## config.mk

```make
export PLATFORM = sky130hd
export DESIGN_NAME = prr_post
export DESIGN_NICKNAME = d
export VERILOG_FILES = /design/src/sv/prr_pkg.sv /design/src/sv/prr_post.sv
export SDC_FILE = /design/constraint.sdc
export NUM_CORES = 2
export LEC_CHECK = 0
export ABC_AREA = 1
export CAP_MARGIN = 40
export CORE_ASPECT_RATIO = 1.4
export CORE_MARGIN = 1
export CORE_UTILIZATION = 55
export DETAILED_ROUTE_END_ITERATION = 6
export DONT_BUFFER_PORTS = 1
export GPL_ROUTABILITY_DRIVEN = 0
export GPL_TIMING_DRIVEN = 0
export PLACE_DENSITY = 0.85
export RECOVER_POWER = 100
export SYNTH_ARGS = -nofsm -noshare
export SYNTH_HDL_FRONTEND = slang
export SYNTH_SLANG_ARGS = --single-unit
```

## constraint.sdc

```tcl
create_clock -name clock -period 6.5 [get_ports clock]
set_input_delay 0.65 -clock clock [delete_from_list [all_inputs] [get_ports clock]]
set_output_delay 0.65 -clock clock [all_outputs]
set_load 0.02 [all_outputs]
```

## src/sv/prr_pkg.sv

```systemverilog
// Shared types, constants and helper functions of the polar/rectangular unit.
// No dependencies; imported by every module of the block.
package prr_pkg;

   localparam int CORDIC_STEPS    = 16;  // rotation stages
   localparam int COORD_FRAC_BITS = 8;   // Q15.8 coordinates (format name only)
   localparam int COORD_W         = 24;
   localparam int ANGLE_IN_W      = 20;
   localparam int SIZE_W          = 23;
   localparam int GUARD           = 8;
   localparam int VEC_W           = 35;  // guarded vector incl. CORDIC growth
   localparam int ANG_W           = 30;  // Q.24 internal angle
   localparam int SAT_W           = 30;
   localparam int PRE_W           = 25;  // coordinate after negation

   localparam logic signed [ANG_W-1:0] PI_Q24     = 30'sd52707179;
   localparam logic signed [ANG_W-1:0] TWO_PI_Q24 = 30'sd105414358;
   localparam logic signed [ANG_W-1:0] HALFPI_Q24 = 30'sd26353589;
   localparam logic signed [24:0]      KINV_Q24   = 25'sd10188014;

   // exact axis angles, Q3.16 rounded
   localparam logic signed [COORD_W-1:0] ANG_POS_HALF = 24'sd102944;
   localparam logic signed [COORD_W-1:0] ANG_NEG_HALF = -24'sd102944;
   localparam logic signed [COORD_W-1:0] ANG_PI       = 24'sd205887;
   localparam logic signed [21:0]        ANG_MIN_Q16  = -22'sd102944;
   localparam logic signed [21:0]        ANG_MAX_Q16  = 22'sd308830;

   localparam logic signed [COORD_W-1:0] OUT_MAX = 24'sd8388607;
   localparam logic signed [COORD_W-1:0] OUT_MIN = -24'sd8388608;

   typedef enum logic [1:0] {
      MODE_POLAR  = 2'd0,
      MODE_RECT   = 2'd1,
      MODE_OFFSET = 2'd2,
      MODE_NONE   = 2'd3
   } mode_type;

   // side data that rides along the pipeline
   typedef struct packed {
      mode_type                    mode;
      logic                        spec;  // polar request on an axis
      logic                        vec;   // vectoring direction rule
      logic signed [COORD_W-1:0]   pa;    // position x, or axis radius
      logic signed [COORD_W-1:0]   pb;    // position y, or axis angle
   } ctl_type;

   typedef struct packed {
      logic signed [VEC_W-1:0] x;
      logic signed [VEC_W-1:0] y;
      logic signed [ANG_W-1:0] z;
   } cdata_type;

   // atan(2^-i) in Q.24
   function automatic logic signed [ANG_W-1:0] atan_step(input int unsigned i);
      logic signed [ANG_W-1:0] r;
      unique case (i)
         0:       r = 30'sd13176795;
         1:       r = 30'sd7778716;
         2:       r = 30'sd4110060;
         3:       r = 30'sd2086331;
         4:       r = 30'sd1047214;
         5:       r = 30'sd524117;
         6:       r = 30'sd262139;
         7:       r = 30'sd131069;
         default: r = ANG_W'(64'd1 << (24 - i));
      endcase
      return r;
   endfunction

   function automatic logic signed [COORD_W-1:0] sat_coord(
      input logic signed [SAT_W-1:0] v);
      logic signed [COORD_W-1:0] r;
      if (v > SAT_W'(OUT_MAX)) r = OUT_MAX;
      else if (v < SAT_W'(OUT_MIN)) r = OUT_MIN;
      else r = v[COORD_W-1:0];
      return r;
   endfunction

endpackage

```

## src/sv/prr_post.sv

```systemverilog
// Gain removal, rounding, saturation and result selection (3 stages).
// Depends on prr_pkg.
module prr_post import prr_pkg::*; (
   input  logic                      clock,
   input  logic                      reset,
   input  logic                      adv,
   input  logic                      vld_in,
   input  ctl_type                   ctl_in,
   input  cdata_type                 data_in,
   output logic                      vld_out,
   output logic signed [COORD_W-1:0] out_first,
   output logic signed [COORD_W-1:0] out_second
);

   localparam int PROD_W = 43;
   localparam int SUM_W  = 60;
   localparam int RES_W  = 28;

   // stage 1: split products by 1/K
   logic                      m_vld_ff;
   ctl_type                   m_ctl_ff;
   logic signed [PROD_W-1:0]  m_hx_ff, m_lx_ff, m_hy_ff, m_ly_ff;
   logic signed [PROD_W-1:0]  m_hx_in, m_lx_in, m_hy_in, m_ly_in;
   logic signed [21:0]        m_ang_ff, m_ang_in;

   // stage 2: sums, rounding shift, angle clamp
   logic                      s_vld_ff;
   ctl_type                   s_ctl_ff;
   logic signed [RES_W-1:0]   s_rx_ff, s_rx_in, s_ry_ff, s_ry_in;
   logic signed [COORD_W-1:0] s_ang_ff, s_ang_in;

   // stage 3: result register
   logic                      o_vld_ff;
   logic signed [COORD_W-1:0] o_first_ff, o_first_in, o_second_ff, o_second_in;

   always_comb begin
      logic signed [VEC_W-1:0] xc;
      logic signed [ANG_W-1:0] zr;
      xc = (ctl_in.vec && data_in.x < 0) ? '0 : data_in.x;
      m_hx_in = PROD_W'($signed(xc[VEC_W-1:17]) * KINV_Q24);
      m_lx_in = PROD_W'($signed({1'b0, xc[16:0]}) * KINV_Q24);
      m_hy_in = PROD_W'($signed(data_in.y[VEC_W-1:17]) * KINV_Q24);
      m_ly_in = PROD_W'($signed({1'b0, data_in.y[16:0]}) * KINV_Q24);
      zr = data_in.z + ANG_W'(128);
      m_ang_in = zr[ANG_W-1:8];
   end

   always_comb begin
      logic signed [SUM_W-1:0] sx, sy, rnd;
      logic                    half;
      half = (m_ctl_ff.mode == MODE_OFFSET);
      rnd  = half ? (SUM_W'(1) <<< 32) : (SUM_W'(1) <<< 31);
      sx = $signed({m_hx_ff, 17'b0}) + SUM_W'(m_lx_ff) + rnd;
      sy = $signed({m_hy_ff, 17'b0}) + SUM_W'(m_ly_ff) + rnd;
      s_rx_in = half ? RES_W'(sx >>> 33) : sx[SUM_W-1:32];
      s_ry_in = half ? RES_W'(sy >>> 33) : sy[SUM_W-1:32];
      if (m_ang_ff < ANG_MIN_Q16) s_ang_in = COORD_W'(ANG_MIN_Q16);
      else if (m_ang_ff > ANG_MAX_Q16) s_ang_in = COORD_W'(ANG_MAX_Q16);
      else s_ang_in = COORD_W'(m_ang_ff);
   end

   always_comb begin
      unique case (s_ctl_ff.mode)
         MODE_POLAR: begin
            if (s_ctl_ff.spec) begin
               o_first_in  = s_ctl_ff.pa;
               o_second_in = s_ctl_ff.pb;
            end else begin
               o_first_in  = sat_coord(SAT_W'(s_rx_ff));
               o_second_in = s_ang_ff;
            end
         end
         MODE_RECT: begin
            o_first_in  = sat_coord(SAT_W'(s_rx_ff));
            o_second_in = sat_coord(SAT_W'(s_ry_ff));
         end
         MODE_OFFSET: begin
            o_first_in  = sat_coord(SAT_W'(s_ctl_ff.pa) - SAT_W'(s_rx_ff));
            o_second_in = sat_coord(SAT_W'(s_ctl_ff.pb) - SAT_W'(s_ry_ff));
         end
         MODE_NONE: begin
            o_first_in  = '0;
            o_second_in = '0;
         end
      endcase
   end

   always_ff @(posedge clock) begin
      if (reset) begin
         m_vld_ff <= 1'b0;
         s_vld_ff <= 1'b0;
         o_vld_ff <= 1'b0;
      end else if (adv) begin
         m_vld_ff <= vld_in;
         s_vld_ff <= m_vld_ff;
         o_vld_ff <= s_vld_ff;
      end
   end

   always_ff @(posedge clock) begin
      if (adv) begin
         m_ctl_ff    <= ctl_in;
         m_hx_ff     <= m_hx_in;
         m_lx_ff     <= m_lx_in;
         m_hy_ff     <= m_hy_in;
         m_ly_ff     <= m_ly_in;
         m_ang_ff    <= m_ang_in;
         s_ctl_ff    <= m_ctl_ff;
         s_rx_ff     <= s_rx_in;
         s_ry_ff     <= s_ry_in;
         s_ang_ff    <= s_ang_in;
         o_first_ff  <= o_first_in;
         o_second_ff <= o_second_in;
      end
   end

   assign vld_out    = o_vld_ff;
   assign out_first  = o_first_ff;
   assign out_second = o_second_ff;

endmodule

```

==> metrics.cfg <==
[clock_tree]
clock_latency_ns=0.56
root_buffer=clkbuf_16
htreeDepth=2
cts_buffers=37
cts_tree=yes
clkTransAtPathRegs_ns=0.07
clockBufferDepth=3
clock-sinks=383
hold_buffers=0

[timing]
final-setup-viol-count=0
worst_pin_slew_ns=1.56
period_share_pct=97.8
slew_violations=10
finalCriticalPeriod_ns=6.36
fmax_mhz=157
finClkSkew_ns=0.0286
final_hold_viol_count=0
relSlewSlack_pct=-5.36

[drt]
drt_iter0_markers=3796
ant_nets=0
drt-wirelength-per-cell_um=19.7
wl_um=151000
firstDrtPassIters=6
drc=0
vias_per_cell=5.72
num_vias=43800

[outcome]
violations=capacitance limit, slew limit
status=finished, violations left

[die]
rows=136
die_width_um=268
fp.dieH_um=375
start_util_pct=55.5
fp.coreArea_um2=98200
fp.dieArea_um2=100000
ios=205

[finish]
syn2layout_area_growth_pct=5.60
fin_nets=7890
multiInputGateArea_um2=36800
fill_cells=7948
fin_util_pct=58.6
regArea_um2=11500
drive_gt1_share_pct=3.51

[job]
maxCapViolCount=1

[synth]
synth_nets=7844
ys.warnings.count=0
synth_cells=6257
synth_cell_types=62
seq_area_frac_synth_pct=21.0
yosysTopAreaCell=fa_1
syn_area_um2=54500
synthFlopType=edfxtp_1
synth_edf_count=380
syn-mean-instance-area_um2=8.71
synth_area_leaders=fa_1 24%, edfxtp_1 21%, ha_1 18%
yosysTopAreaCellShare_pct=24.2
synth-seq-cells=383
ys_async_sr_fraction_pct=0

[critical_path]
endpoint_kind=flip-flop
worstSetupPathType=in -> reg
worst_path_most_repeated_cell=inv_1
critPathLaunchType=input port
path_max_fanout=10
required_ns=6.86
critPathMaxStageDelay_ns=0.62
arrival_ns=6.72
cp_slowest_cell=o21ai_0

[grt]
grtUsageTotal_pct=30.2
grt_max_degree=385
antenna_found_initial=11
grt_pass1_vias=45300
grt_pass1_wl_um=235000
overflow=0

[worst_hold_path]
hold_path.class=in -> reg

[placement]
hpwl_um=128000
portBuffers=0

==> Yosys cell counts (3+ instances only) <==
cell type,n
nor4_1,29
clkbuf_1,36
nand4_1,32
a221oi_1,3
a21o_1,32
o221ai_1,7
xnor2_1,72
nor3_1,37
inv_2,4
dfxtp_1,3
buf_6,5
ha_1,772
fa_1,659
and3_1,5
nand3_1,245
o21ai_1,5
nand2_4,5
a21oi_1,329
clkinv_1,3
o21a_1,16
a211oi_1,4
o211ai_1,8
a32oi_1,23
a31oi_1,46
nand3b_1,20
or2_2,18
nand3_2,61
nor2_1,404
nand2_1,1045
edfxtp_1,380
a21boi_0,5
o2111ai_1,5
nor2_2,11
o21bai_1,26
o31ai_1,7
inv_1,1602
o21ai_0,139
xor2_1,108
nand2_2,13
==> final timing paths <==
path / from / endpoint / slack (ns) / depth (start not counted)
hold reg to reg: m_ctl_ff[9] / s_ctl_ff[9] / 0.40 / 0
setup reg to reg: m_ctl_ff[50] / s_ry_ff[9] / 1.80 / 14
hold / removal: reset / s_vld_ff / 0.16 / 1
setup / recovery: data_in[99] / m_hx_ff[20] / 0.14 / 25
==> flip-flops by register name, summed over array words and instances, names as in the netlist <==
name        count
m_ctl_ff       51
s_ctl_ff       51
m_hx_ff        42
m_hy_ff        42
s_rx_ff        28
s_ry_ff        28
out_first      24
out_second     24
m_lx_ff        23
m_ly_ff        23
m_ang_ff       22
s_ang_ff       22
m_vld_ff        1
s_vld_ff        1
vld_out         1
==> worst max-delay path, delay by kind of cell <==
kind | cells | cell delay [ns]
buffers and inverters | 8 | 1.04
AO/OA/AOI/OAI | 4 | 1.26
AND/OR/NAND/NOR | 4 | 0.51
adder cells (fa/ha/maj) | 8 | 3.01
XOR/XNOR | 1 | 0.24
==> through the flow <==
stage	cells	setup WS (ns)	hold WS (ns)	instance area (um^2)	TNS (ns)
after global placement	7568	-1.56	0.402	56200	-65.48
after detailed placement	7572	-1.49	0.405	56200	-53.16
after floorplan	6257	0.193	0.400	54500	0
after global routing	7652	-0.0382	0.144	57600	-0.0499
after CTS	7638	0.00971	0.140	57500	0
final	7652	0.142	0.164	57600	0
==> area by class of cell <==
class / instances / area share, %
antenna: 11 / 0.0478
sequential: 383 / 19.9
clock inverter: 24 / 0.482
tap: 1311 / 2.85
inverter: 1609 / 10.5
multi-input combinational: 4216 / 64.0
timing repair buffer: 7 / 0.100
clock buffer: 42 / 1.64
buffer: 49 / 0.478
==> routing by layer <==
| layer | part of all wire (%) | wire length, um | vias to the layer above | track usage [%] |
|---|---|---|---|---|
| li1 | - | - | 19900 | - |
| met1 | 34 | 50800 | 20700 | 32.3 |
| met2 | 49 | 73900 | 2364 | 52.7 |
| met3 | 6.9 | 10400 | 825 | 4.24 |
| met4 | 10 | 15500 | 0 | 24.5 |
| met5 | 0 | 0 | - | 0 |
==> placed cells by master (no fill, tap or decap), types with 8 or more instances in the layout <==
cell and count:
inv_1 1601, nand2_1 1041, ha_1 769, fa_1 658, nor2_1 396, edfxtp_1 380, a21oi_1 329, nand3_1 245
o21ai_0 139, xor2_1 108, xnor2_1 72, nand3_2 61, a31oi_1 46, clkbuf_1 38, clkbuf_16 37, nor3_1 36
a21o_1 32, nand4_1 32, nor4_1 29, o21bai_1 26, a32oi_1 23, nand3b_1 20, or2_2 18, o21a_1 16
nand2_2 15, nor2_2 14, diode_2 11, o211ai_1 8, clkinv_1 8
==> kinds of logic (layout without fill, tap and decap cells) <==
group | after synthesis | count (layout) | share of synthesized area [%]
and+or+nand+nor | 1938 | 1938 | 15.6
buffers and inverters | 1658 | 1731 | 11.6
adders and majority gates | 1431 | 1431 | 41.9
AOI/OAI and AO/OA | 667 | 667 | 7.04
DFF | 383 | 383 | 21.0
xor gates and xnor gates | 180 | 180 | 2.89
other | 0 | 11 | 0
==> repair_timing <==
| item | in CTS | in global routing |
|---|---|---|
| endpoints found under the setup margin | 51 | 37 |
| gates resized for setup | 10 | 26 |
| buffers inserted | 0 | 3 |
| gates cloned | 0 | 0 |
| hold endpoints to repair | 0 | 0 |
| pin swaps | 0 | 1 |
Power is left out: the tool's default activity adds up to more than one toggle a clock period on the data nets, which glitch-free logic cannot reach.
