## src/sv/prr_pkg.sv

```systemverilog
// Shared types, constants and helper functions of the polar/rectangular unit.
// No dependencies; imported by every module of the block.
package prr_pkg;

   localparam int CORDIC_STEPS    = 16;  // rotation stages
   localparam int COORD_FRAC_BITS = 8;   // Q15.8 coordinates (format name only)
   localparam int COORD_W         = 24;
   localparam int ANGLE_IN_W      = 20;
   localparam int SIZE_W          = 23;
   localparam int GUARD           = 8;
   localparam int VEC_W           = 35;  // guarded vector incl. CORDIC growth
   localparam int ANG_W           = 30;  // Q.24 internal angle
   localparam int SAT_W           = 30;
   localparam int PRE_W           = 25;  // coordinate after negation

   localparam logic signed [ANG_W-1:0] PI_Q24     = 30'sd52707179;
   localparam logic signed [ANG_W-1:0] TWO_PI_Q24 = 30'sd105414358;
   localparam logic signed [ANG_W-1:0] HALFPI_Q24 = 30'sd26353589;
   localparam logic signed [24:0]      KINV_Q24   = 25'sd10188014;

   // exact axis angles, Q3.16 rounded
   localparam logic signed [COORD_W-1:0] ANG_POS_HALF = 24'sd102944;
   localparam logic signed [COORD_W-1:0] ANG_NEG_HALF = -24'sd102944;
   localparam logic signed [COORD_W-1:0] ANG_PI       = 24'sd205887;
   localparam logic signed [21:0]        ANG_MIN_Q16  = -22'sd102944;
   localparam logic signed [21:0]        ANG_MAX_Q16  = 22'sd308830;

   localparam logic signed [COORD_W-1:0] OUT_MAX = 24'sd8388607;
   localparam logic signed [COORD_W-1:0] OUT_MIN = -24'sd8388608;

   typedef enum logic [1:0] {
      MODE_POLAR  = 2'd0,
      MODE_RECT   = 2'd1,
      MODE_OFFSET = 2'd2,
      MODE_NONE   = 2'd3
   } mode_type;

   // side data that rides along the pipeline
   typedef struct packed {
      mode_type                    mode;
      logic                        spec;  // polar request on an axis
      logic                        vec;   // vectoring direction rule
      logic signed [COORD_W-1:0]   pa;    // position x, or axis radius
      logic signed [COORD_W-1:0]   pb;    // position y, or axis angle
   } ctl_type;

   typedef struct packed {
      logic signed [VEC_W-1:0] x;
      logic signed [VEC_W-1:0] y;
      logic signed [ANG_W-1:0] z;
   } cdata_type;

   // atan(2^-i) in Q.24
   function automatic logic signed [ANG_W-1:0] atan_step(input int unsigned i);
      logic signed [ANG_W-1:0] r;
      unique case (i)
         0:       r = 30'sd13176795;
         1:       r = 30'sd7778716;
         2:       r = 30'sd4110060;
         3:       r = 30'sd2086331;
         4:       r = 30'sd1047214;
         5:       r = 30'sd524117;
         6:       r = 30'sd262139;
         7:       r = 30'sd131069;
         default: r = ANG_W'(64'd1 << (24 - i));
      endcase
      return r;
   endfunction

   function automatic logic signed [COORD_W-1:0] sat_coord(
      input logic signed [SAT_W-1:0] v);
      logic signed [COORD_W-1:0] r;
      if (v > SAT_W'(OUT_MAX)) r = OUT_MAX;
      else if (v < SAT_W'(OUT_MIN)) r = OUT_MIN;
      else r = v[COORD_W-1:0];
      return r;
   endfunction

endpackage

```

## src/sv/prr_prep.sv

```systemverilog
// Input conditioning: angle reduction, axis cases, quadrant fold (2 stages).
// Depends on prr_pkg.
module prr_prep import prr_pkg::*; (
   input  logic                          clock,
   input  logic                          reset,
   input  logic                          adv,
   input  logic                          vld_in,
   input  mode_type                      mode,
   input  logic signed [COORD_W-1:0]     coord_x,
   input  logic signed [COORD_W-1:0]     coord_y,
   input  logic signed [ANGLE_IN_W-1:0]  angle_in,
   input  logic [SIZE_W-1:0]             size_w,
   input  logic [SIZE_W-1:0]             size_h,
   output logic                          vld_out,
   output ctl_type                       ctl_out,
   output cdata_type                     data_out
);

   logic                      a_vld_ff;
   ctl_type                   a_ctl_ff, a_ctl_in;
   logic signed [PRE_W-1:0]   a_x_ff, a_x_in, a_y_ff, a_y_in;
   logic signed [ANG_W-1:0]   a_z_ff, a_z_in;

   logic                      b_vld_ff;
   ctl_type                   b_ctl_ff;
   cdata_type                 b_data_ff, b_data_in;

   // stage A: reduce angle modulo 2pi, handle axis vectors, pick operands
   always_comb begin
      logic signed [ANG_W-1:0] zr;
      logic signed [PRE_W-1:0] ax, ay;
      zr = ANG_W'(angle_in) <<< 8;
      for (int k = 0; k < 3; k++) begin
         if (zr > PI_Q24) zr = zr - TWO_PI_Q24;
         else if (zr < -PI_Q24) zr = zr + TWO_PI_Q24;
      end
      ax = coord_x[COORD_W-1] ? -PRE_W'(coord_x) : PRE_W'(coord_x);
      ay = coord_y[COORD_W-1] ? -PRE_W'(coord_y) : PRE_W'(coord_y);
      a_ctl_in.mode = mode;
      a_ctl_in.vec  = (mode == MODE_POLAR);
      a_ctl_in.spec = 1'b0;
      a_ctl_in.pa   = coord_x;
      a_ctl_in.pb   = coord_y;
      a_x_in = PRE_W'(coord_x);
      a_y_in = PRE_W'(coord_y);
      a_z_in = zr;
      unique case (mode)
         MODE_POLAR: begin
            a_z_in = '0;
            if (coord_x == '0) begin
               a_ctl_in.spec = 1'b1;
               a_ctl_in.pa   = sat_coord(SAT_W'(ay));
               a_ctl_in.pb   = (coord_y == '0) ? '0 :
                               (coord_y[COORD_W-1] ? ANG_NEG_HALF : ANG_POS_HALF);
            end else if (coord_y == '0) begin
               a_ctl_in.spec = 1'b1;
               a_ctl_in.pa   = sat_coord(SAT_W'(ax));
               a_ctl_in.pb   = coord_x[COORD_W-1] ? ANG_PI : '0;
            end else if (coord_x[COORD_W-1]) begin
               a_x_in = -PRE_W'(coord_x);
               a_y_in = -PRE_W'(coord_y);
               a_z_in = PI_Q24;
            end
         end
         MODE_RECT: begin
            a_y_in = '0;
         end
         MODE_OFFSET: begin
            a_x_in = PRE_W'(size_w);
            a_y_in = PRE_W'(size_h);
         end
         MODE_NONE: begin
            a_x_in = '0;
            a_y_in = '0;
         end
      endcase
   end

   // stage B: fold rotation angle into [-pi/2, pi/2], add guard bits
   always_comb begin
      logic signed [PRE_W-1:0] fx, fy;
      logic signed [ANG_W-1:0] fz;
      fx = a_x_ff;
      fy = a_y_ff;
      fz = a_z_ff;
      if (!a_ctl_ff.vec) begin
         if (a_z_ff > HALFPI_Q24) begin
            fz = a_z_ff - PI_Q24;
            fx = -a_x_ff;
            fy = -a_y_ff;
         end else if (a_z_ff < -HALFPI_Q24) begin
            fz = a_z_ff + PI_Q24;
            fx = -a_x_ff;
            fy = -a_y_ff;
         end
      end
      b_data_in.x = VEC_W'(fx) <<< GUARD;
      b_data_in.y = VEC_W'(fy) <<< GUARD;
      b_data_in.z = fz;
   end

   // valid bits
   always_ff @(posedge clock) begin
      if (reset) begin
         a_vld_ff <= 1'b0;
         b_vld_ff <= 1'b0;
      end else if (adv) begin
         a_vld_ff <= vld_in;
         b_vld_ff <= a_vld_ff;
      end
   end

   // payload
   always_ff @(posedge clock) begin
      if (adv) begin
         a_ctl_ff  <= a_ctl_in;
         a_x_ff    <= a_x_in;
         a_y_ff    <= a_y_in;
         a_z_ff    <= a_z_in;
         b_ctl_ff  <= a_ctl_ff;
         b_data_ff <= b_data_in;
      end
   end

   assign vld_out  = b_vld_ff;
   assign ctl_out  = b_ctl_ff;
   assign data_out = b_data_ff;

endmodule

```

## config.mk

```make
export PLATFORM = sky130hd
export DESIGN_NAME = prr_prep
export DESIGN_NICKNAME = d
export VERILOG_FILES = /design/src/sv/prr_pkg.sv /design/src/sv/prr_prep.sv
export SDC_FILE = /design/constraint.sdc
export NUM_CORES = 1
export LEC_CHECK = 0
export BUFFER_PORTS_ARGS = -buffer_cell sky130_fd_sc_hd__buf_4
export CAP_MARGIN = 20
export CORE_ASPECT_RATIO = 0.7
export CORE_MARGIN = 4
export CORE_UTILIZATION = 45
export DETAILED_ROUTE_END_ITERATION = 7
export PLACE_DENSITY = 0.76
export SYNTH_ARGS = -nofsm -noshare
export SYNTH_HDL_FRONTEND = slang
export SYNTH_SLANG_ARGS = --single-unit
```

## constraint.sdc

```tcl
create_clock -name clock -period 5.07 [get_ports clock]
set_clock_uncertainty 0.15 [all_clocks]
set_input_delay 1.014 -clock clock [delete_from_list [all_inputs] [get_ports clock]]
set_output_delay 1.014 -clock clock [all_outputs]
set_load 0.02 [all_outputs]
```

==> run metrics, run 1 <==
post-synthesis async set-or-reset flop share 0%; number of global-route vias before repair 13400; Starting Density 45.9%; Clock Sinks 266; synthesized-area fraction occupied by adder cells 1.33%; Area Overhead vs Synth 28.5%; LEAKAGE 8.20 nW; post-placement cell count 2414; CTS HTree Levels 1; WP data required 5.34 ns; unrepaired setup endpoints after global routing false; worst-path maximum fanout 7; largest net degree at the start of global routing 111; Reg power frac 42.3%; Worst Tran Pin Value 0.961 ns; x dimension of the die 233 um; PnR Total Power 6.91 mW; outcome complete, no violations; Die Y 166 um; complex-gate fraction of the synthesized area 19.6%; Post-synth EDFFs 264; Final nets 2110; TritonCTS Buffers 28; Final setup viols 0; Hold-fix buffers, CTS 0; Util after Layout 59.0%; internal power 4.80 mW; main combinational cell family by area after synthesis compound AO/OA/AOI/OAI gates; routed vias/inst 5.80; TNS Setup 0 ns; Worst slew margin 35.1%; gpl congestion 1.03; pwr/cell area 336 nW/um^2; I/O pins 273; dpl cell area 19500 um^2; I/O Buffers 256; Die Footprint 38700 um^2; crit start category input port; Synth Area in XOR/XNOR 8.03%; Unique masters post-synth 108; synth warn 0; ys flop type edfxtp_1; mux cell area share after synthesis 0.383%; switching part of the total 30.5%; vias post-DR 14300; data arrival time at the worst-slack endpoint 5.12 ns; layout cells sized above 1 28.0%; DRT Pass-1 Iters 6; Critical Path End Type flop; Synth Register Bits 266; Switching Power 2.11 mW; Reg area 7970 um^2; WL final 53700 um; Max Root-Sink Buffers 3; fillers 2974; CTS tree built; post-synthesis cell area 16000 um^2; core area 34900 um^2; WL per Instance 21.7 um; Synth Area in Simple Gates 15.9%; Detail Placement HPWL 41300 um; maxcap violations 0; # DRC 0; Skew-Pair Late Insertion Delay 0.58 ns; sequential element share of the synthesized area 49.8%; Clock Pin Slew Worst Setup and Hold Paths 0.06 ns; area of the multi-input gates 7340 um^2; post-route cell area 20600 um^2; fin. max-slew vios 0; Hold Crit Class reg -> reg; synthesized area per cell 10.0 um^2; min Tclk post-route 4.85 ns; Root Driver clkbuf_16; WS Path Type in -> reg; Finished Layout Cells 2472; final cycle utilization of the critical path 95.6%; Fmax 0.206 GHz; initial DRC count 1657; post-route ant nets 0; number of antenna violations at the first check in global routing 5; GRT Total Usage 26.6%; Rows 57; peak supply drop 0.261 mV; Comb power frac 25.0%; global route total overflow 0; Fin. Hold Viols 0; clock power share 32.7%; post-synthesis cell count 1597; first-pass GRT wire length 81000 um
[power by group through the flow]
stage               logic [mW]  clock network [mW]  registers [mW]
finish                    1.73                2.26            2.92
global route              1.85                2.40            2.95
global placement          1.67                   0            2.95
detailed placement        1.70                   0            2.96
CTS                       1.70                2.30            2.92
floorplan                0.820                   0            3.05
[Yosys cell counts, types with 9 or more instances]
library cell  number  share of area [%]
o31ai_1           17               0.80
a22oi_1           11               0.52
nor2_1           153                3.6
or4_1             13               0.61
xor2_1            76                4.2
inv_1             45                1.1
nand2_1          143                3.4
or3_1             26                1.0
a211oi_1           9               0.42
o211ai_1          17               0.80
clkbuf_1          61                1.4
a21o_1            22                1.0
nand2b_1          12               0.47
nand4_1           10               0.39
o22a_1            16               0.88
edfxtp_1         264                 50
a31oi_1           29                1.1
buf_4             23                1.1
o21ai_0           87                2.7
a21oi_1          160                5.0
nor3_1            46                1.4
nor4_1            34                1.3
o21a_1            10               0.47
ha_1              17                1.3
xnor2_1           67                3.7
nand3_1           13               0.41
buf_2             19               0.59
o22ai_1            9               0.35
and2_1            13               0.51
[cells by family (layout without fill, tap and decap cells)]
logic type	after synthesis	in the layout
mux	6	6
xor+xnor	145	145
other cells	1	21
flops	266	266
buf+inv	165	548
simple gates	516	516
fa+ha+maj	17	17
compound gates	481	481
[registers in the layout, indices dropped and copies added (netlist names)]
name	flops
a_y_ff	25
a_vld_ff	1
data_out	80
ctl_out	52
a_ctl_ff	52
vld_out	1
a_x_ff	25
a_z_ff	30
[layout by cell type (no fill, tap or decap), types with 11 or more instances in the layout]
cell type / synthesis / routed
a21o_1: 22 / 22
a21oi_1: 160 / 159
a22oi_1: 11 / 11
a31oi_1: 29 / 29
and2_1: 13 / 13
buf_4: 23 / 442
clkbuf_16: 0 / 28
conb_1: 1 / 16
edfxtp_1: 264 / 264
ha_1: 17 / 16
inv_1: 45 / 45
nand2_1: 143 / 142
nand2b_1: 12 / 12
nand3_1: 13 / 13
nor2_1: 153 / 153
nor3_1: 46 / 46
nor4_1: 34 / 33
o211ai_1: 17 / 17
o21ai_0: 87 / 87
o22a_1: 16 / 16
o31ai_1: 17 / 17
or3_1: 26 / 26
or4_1: 13 / 13
xnor2_1: 67 / 67
xor2_1: 76 / 76
[per-stage QoR]
stage	hold slack (ns)	setup WS, ns
after global placement	0.252	-0.164
after global routing	0.274	0.000765
after CTS	0.270	0.347
after floorplan	0.250	0.0607
final	0.269	0.224
after detailed placement	0.255	-0.260
[layout make-up]
cell class,instances,share of cell area [%]
Tap cell,472,2.87
Inverter,47,0.882
Sequential cell,266,38.7
Timing Repair Buffer,449,16.8
Multi-Input combinational cell,1181,35.7
Clock inverter,22,1.54
Clock buffer,30,3.44
Antenna cell,5,0.0608
[worst paths after layout]
path / cells after the start / endpoint / slack, ns / start
setup / recovery: 19 / a_z_ff[5]$_DFFE_PP_ / 0.22 / angle_in[16]
hold / removal: 0 / ctl_out[13]$_DFFE_PP_ / 0.27 / a_ctl_ff[13]$_DFFE_PP_
setup reg to reg: 16 / data_out[44]$_DFFE_PP_ / 1.00 / a_z_ff[0]$_SDFFCE_PN0P_
hold reg to reg: 0 / ctl_out[13]$_DFFE_PP_ / 0.27 / a_ctl_ff[13]$_DFFE_PP_
[metal layers]
metal  up-vias  share of wire [%]  global-route usage, %
met5         -                  0                      0
met1      6792                 46                   42.4
li1       6686                  -                      -
met2       769                 42                   37.0
met4         0                2.7                   7.00
met3        82                9.7                   5.01
[what timing repair did]
action	CTS	global route
buffers inserted	0	0
setup endpoints to repair	0	1
resized for setup	0	2
[critical path, cell delays in order]
cell	delay (ns)
buf_4	0.11
or3b_4	0.43
nor3_4	0.25
buf_4	0.18
a21o_1	0.29
o22ai_1	0.16
xor2_1	0.47
nand4_1	0.24
nor4_2	0.37
o21a_2	0.24
nor2_4	0.06
o21ai_1	0.20
o21bai_1	0.15
inv_1	0.12
ha_1	0.17
o21ai_0	0.13
nor3_1	0.27
nor3_1	0.08
o21ai_0	0.18
Power figures use the tool's default switching activity.
==> run 2, diff against run 1 <==
--- a/config.mk
+++ b/config.mk
@@ -7,11 +7,13 @@
 export LEC_CHECK = 0
 export BUFFER_PORTS_ARGS = -buffer_cell sky130_fd_sc_hd__buf_4
 export CAP_MARGIN = 20
+export CELL_PAD_IN_SITES_DETAIL_PLACEMENT = 1
+export CELL_PAD_IN_SITES_GLOBAL_PLACEMENT = 1
 export CORE_ASPECT_RATIO = 0.7
 export CORE_MARGIN = 4
-export CORE_UTILIZATION = 45
+export CORE_UTILIZATION = 40
 export DETAILED_ROUTE_END_ITERATION = 7
-export PLACE_DENSITY = 0.76
+export PLACE_DENSITY = 0.84
 export SYNTH_ARGS = -nofsm -noshare
 export SYNTH_HDL_FRONTEND = slang
 export SYNTH_SLANG_ARGS = --single-unit
==> run metrics, run 2 (synthesis results as in run 1) <==
WL per Instance 23.8 um; internal power 4.56 mW; peak supply drop 0.257 mV; Clock Sinks 266; maxcap violations 0; fin. max-slew vios 0; post-placement cell count 2482; Starting Density 40.4%; most common cell after layout, fill and taps aside buf_4; Area Overhead vs Synth 28.3%; fillers 4394; Skew-Pair Late Insertion Delay 0.57 ns; switching part of the total 32.0%; Die Footprint 43300 um^2; dpl cell area 19700 um^2; TritonCTS Buffers 27; first-pass GRT wire length 90200 um; layout cells sized above 1 27.7%; Finished Layout Cells 2537; core area 39600 um^2; LEAKAGE 8.14 nW; setup bufs post-CTS 0; data arrival time at the worst-slack endpoint 5.00 ns; # DRC 0; WS Path Type in -> reg; DRT Pass-1 Iters 6; Final setup viols 0; Worst Tran Pin Value 1.11 ns; Detail Placement HPWL 46400 um; Hold Crit Class reg -> reg; Hold-fix buffers, CTS 0; clock power share 29.6%; Switching Power 2.15 mW; crit start category input port; vias post-DR 14700; Worst slew margin 26.0%; pwr/cell area 327 nW/um^2; initial DRC count 1628; Comb power frac 26.7%; Final nets 2113; GRT Total Usage 26.8%; Reg power frac 43.7%; number of flip-flops in the largest register 80; post-route cell area 20500 um^2; Max Root-Sink Buffers 3; WP data required 5.22 ns; x dimension of the die 247 um; unrepaired setup endpoints after global routing false; routed vias/inst 5.81; I/O Buffers 256; WL final 60400 um; WHS 0.269 ns; Fmax 0.206 GHz; min Tclk post-route 4.85 ns; gpl congestion 1.02; global route total overflow 0; outcome complete, no violations; Root Driver clkbuf_16; number of antenna violations at the first check in global routing 11; Die Y 175 um; post-route ant nets 0; number of global-route vias before repair 14500; CTS tree built; most frequent cells in the layout buf_4, edfxtp_1, a21oi_1; CTS HTree Levels 1; worst-path maximum fanout 5; largest net degree at the start of global routing 94; Clock Pin Slew Worst Setup and Hold Paths 0.06 ns; # resized after CTS 0; I/O pins 273; Rows 61; final cycle utilization of the critical path 95.7%; Fin. Hold Viols 0; Critical Path End Type flop
[run 2: cell types whose count changed in the layout (fill, tap and decap cells not counted), moves of 2 or more]
cell and delta:
clkinv_2 -3, diode_2 +3, inv_6 -2, clkbuf_1 +4, buf_12 +3, bufinv_16 -4, buf_4 +2, clkinv_4 +2
[run 2: power by group through the flow]
stage / registers [mW] / logic, mW / clock network (mW)
2_1_floorplan: 3.05 / 0.820 / 0
3_3_place_gp: 2.95 / 1.70 / 0
3_5_place_dp: 2.97 / 1.76 / 0
4_1_cts: 2.93 / 1.77 / 2.00
5_1_grt: 2.96 / 1.92 / 2.10
6_report: 2.93 / 1.79 / 1.99
[run 2: per-stage QoR]
stage,util (%),setup WS (ns),TNS (ns),power [mW]
global route,51.8,0.00672,0,6.98
global placement,49.6,-0.123,-2.40,4.65
detailed placement,49.6,-0.338,-9.22,4.73
floorplan,-,0.0607,0,3.87
CTS,51.8,0.227,0,6.71
finish,51.9,0.220,0,6.71
[run 2: worst paths after layout]
check	startpoint	to	slack [ns]	cells past startpoint
setup / recovery	angle_in[10]	a_z_ff[5]$_DFFE_PP_	0.22	18
hold / removal	a_ctl_ff[18]$_DFFE_PP_	ctl_out[18]$_DFFE_PP_	0.27	0
setup reg to reg	a_z_ff[10]$_DFFE_PP_	data_out[87]$_DFFE_PP_	0.73	12
hold reg to reg	a_ctl_ff[18]$_DFFE_PP_	ctl_out[18]$_DFFE_PP_	0.27	0
[run 2: layout make-up]
type                       instances  area, um^2  area share, %
sequential                       266        7970           38.8
clock buffer                      33         698           3.40
clock inverter                    14         151          0.737
inverter                          47         181          0.883
timing repair buffer             453        3510           17.1
multi-input combinational       1181        7340           35.8
tap                              535         669           3.26
antenna                            8        20.0         0.0975
[run 2: routing by layer]
metal	GRT usage [%]	part of all wire, %
met5	0	0.038
met4	6.47	2.6
met3	6.21	8.9
met2	39.1	43
met1	40.3	45
[run 2: worst max-delay path, cell delays in order]
cell and delay (ns):
buf_4 0.12, or4_4 0.57, a311o_1 0.41, a2111oi_2 0.46, a32oi_1 0.12, and2_1 0.21
a311oi_1 0.21, o21ai_1 0.13, o21a_2 0.28, nor2_4 0.16, o21ai_1 0.10, o21bai_1 0.20
inv_1 0.08, ha_1 0.23, o21ai_0 0.28, nor3_1 0.12, nor3_1 0.19, o21ai_0 0.13
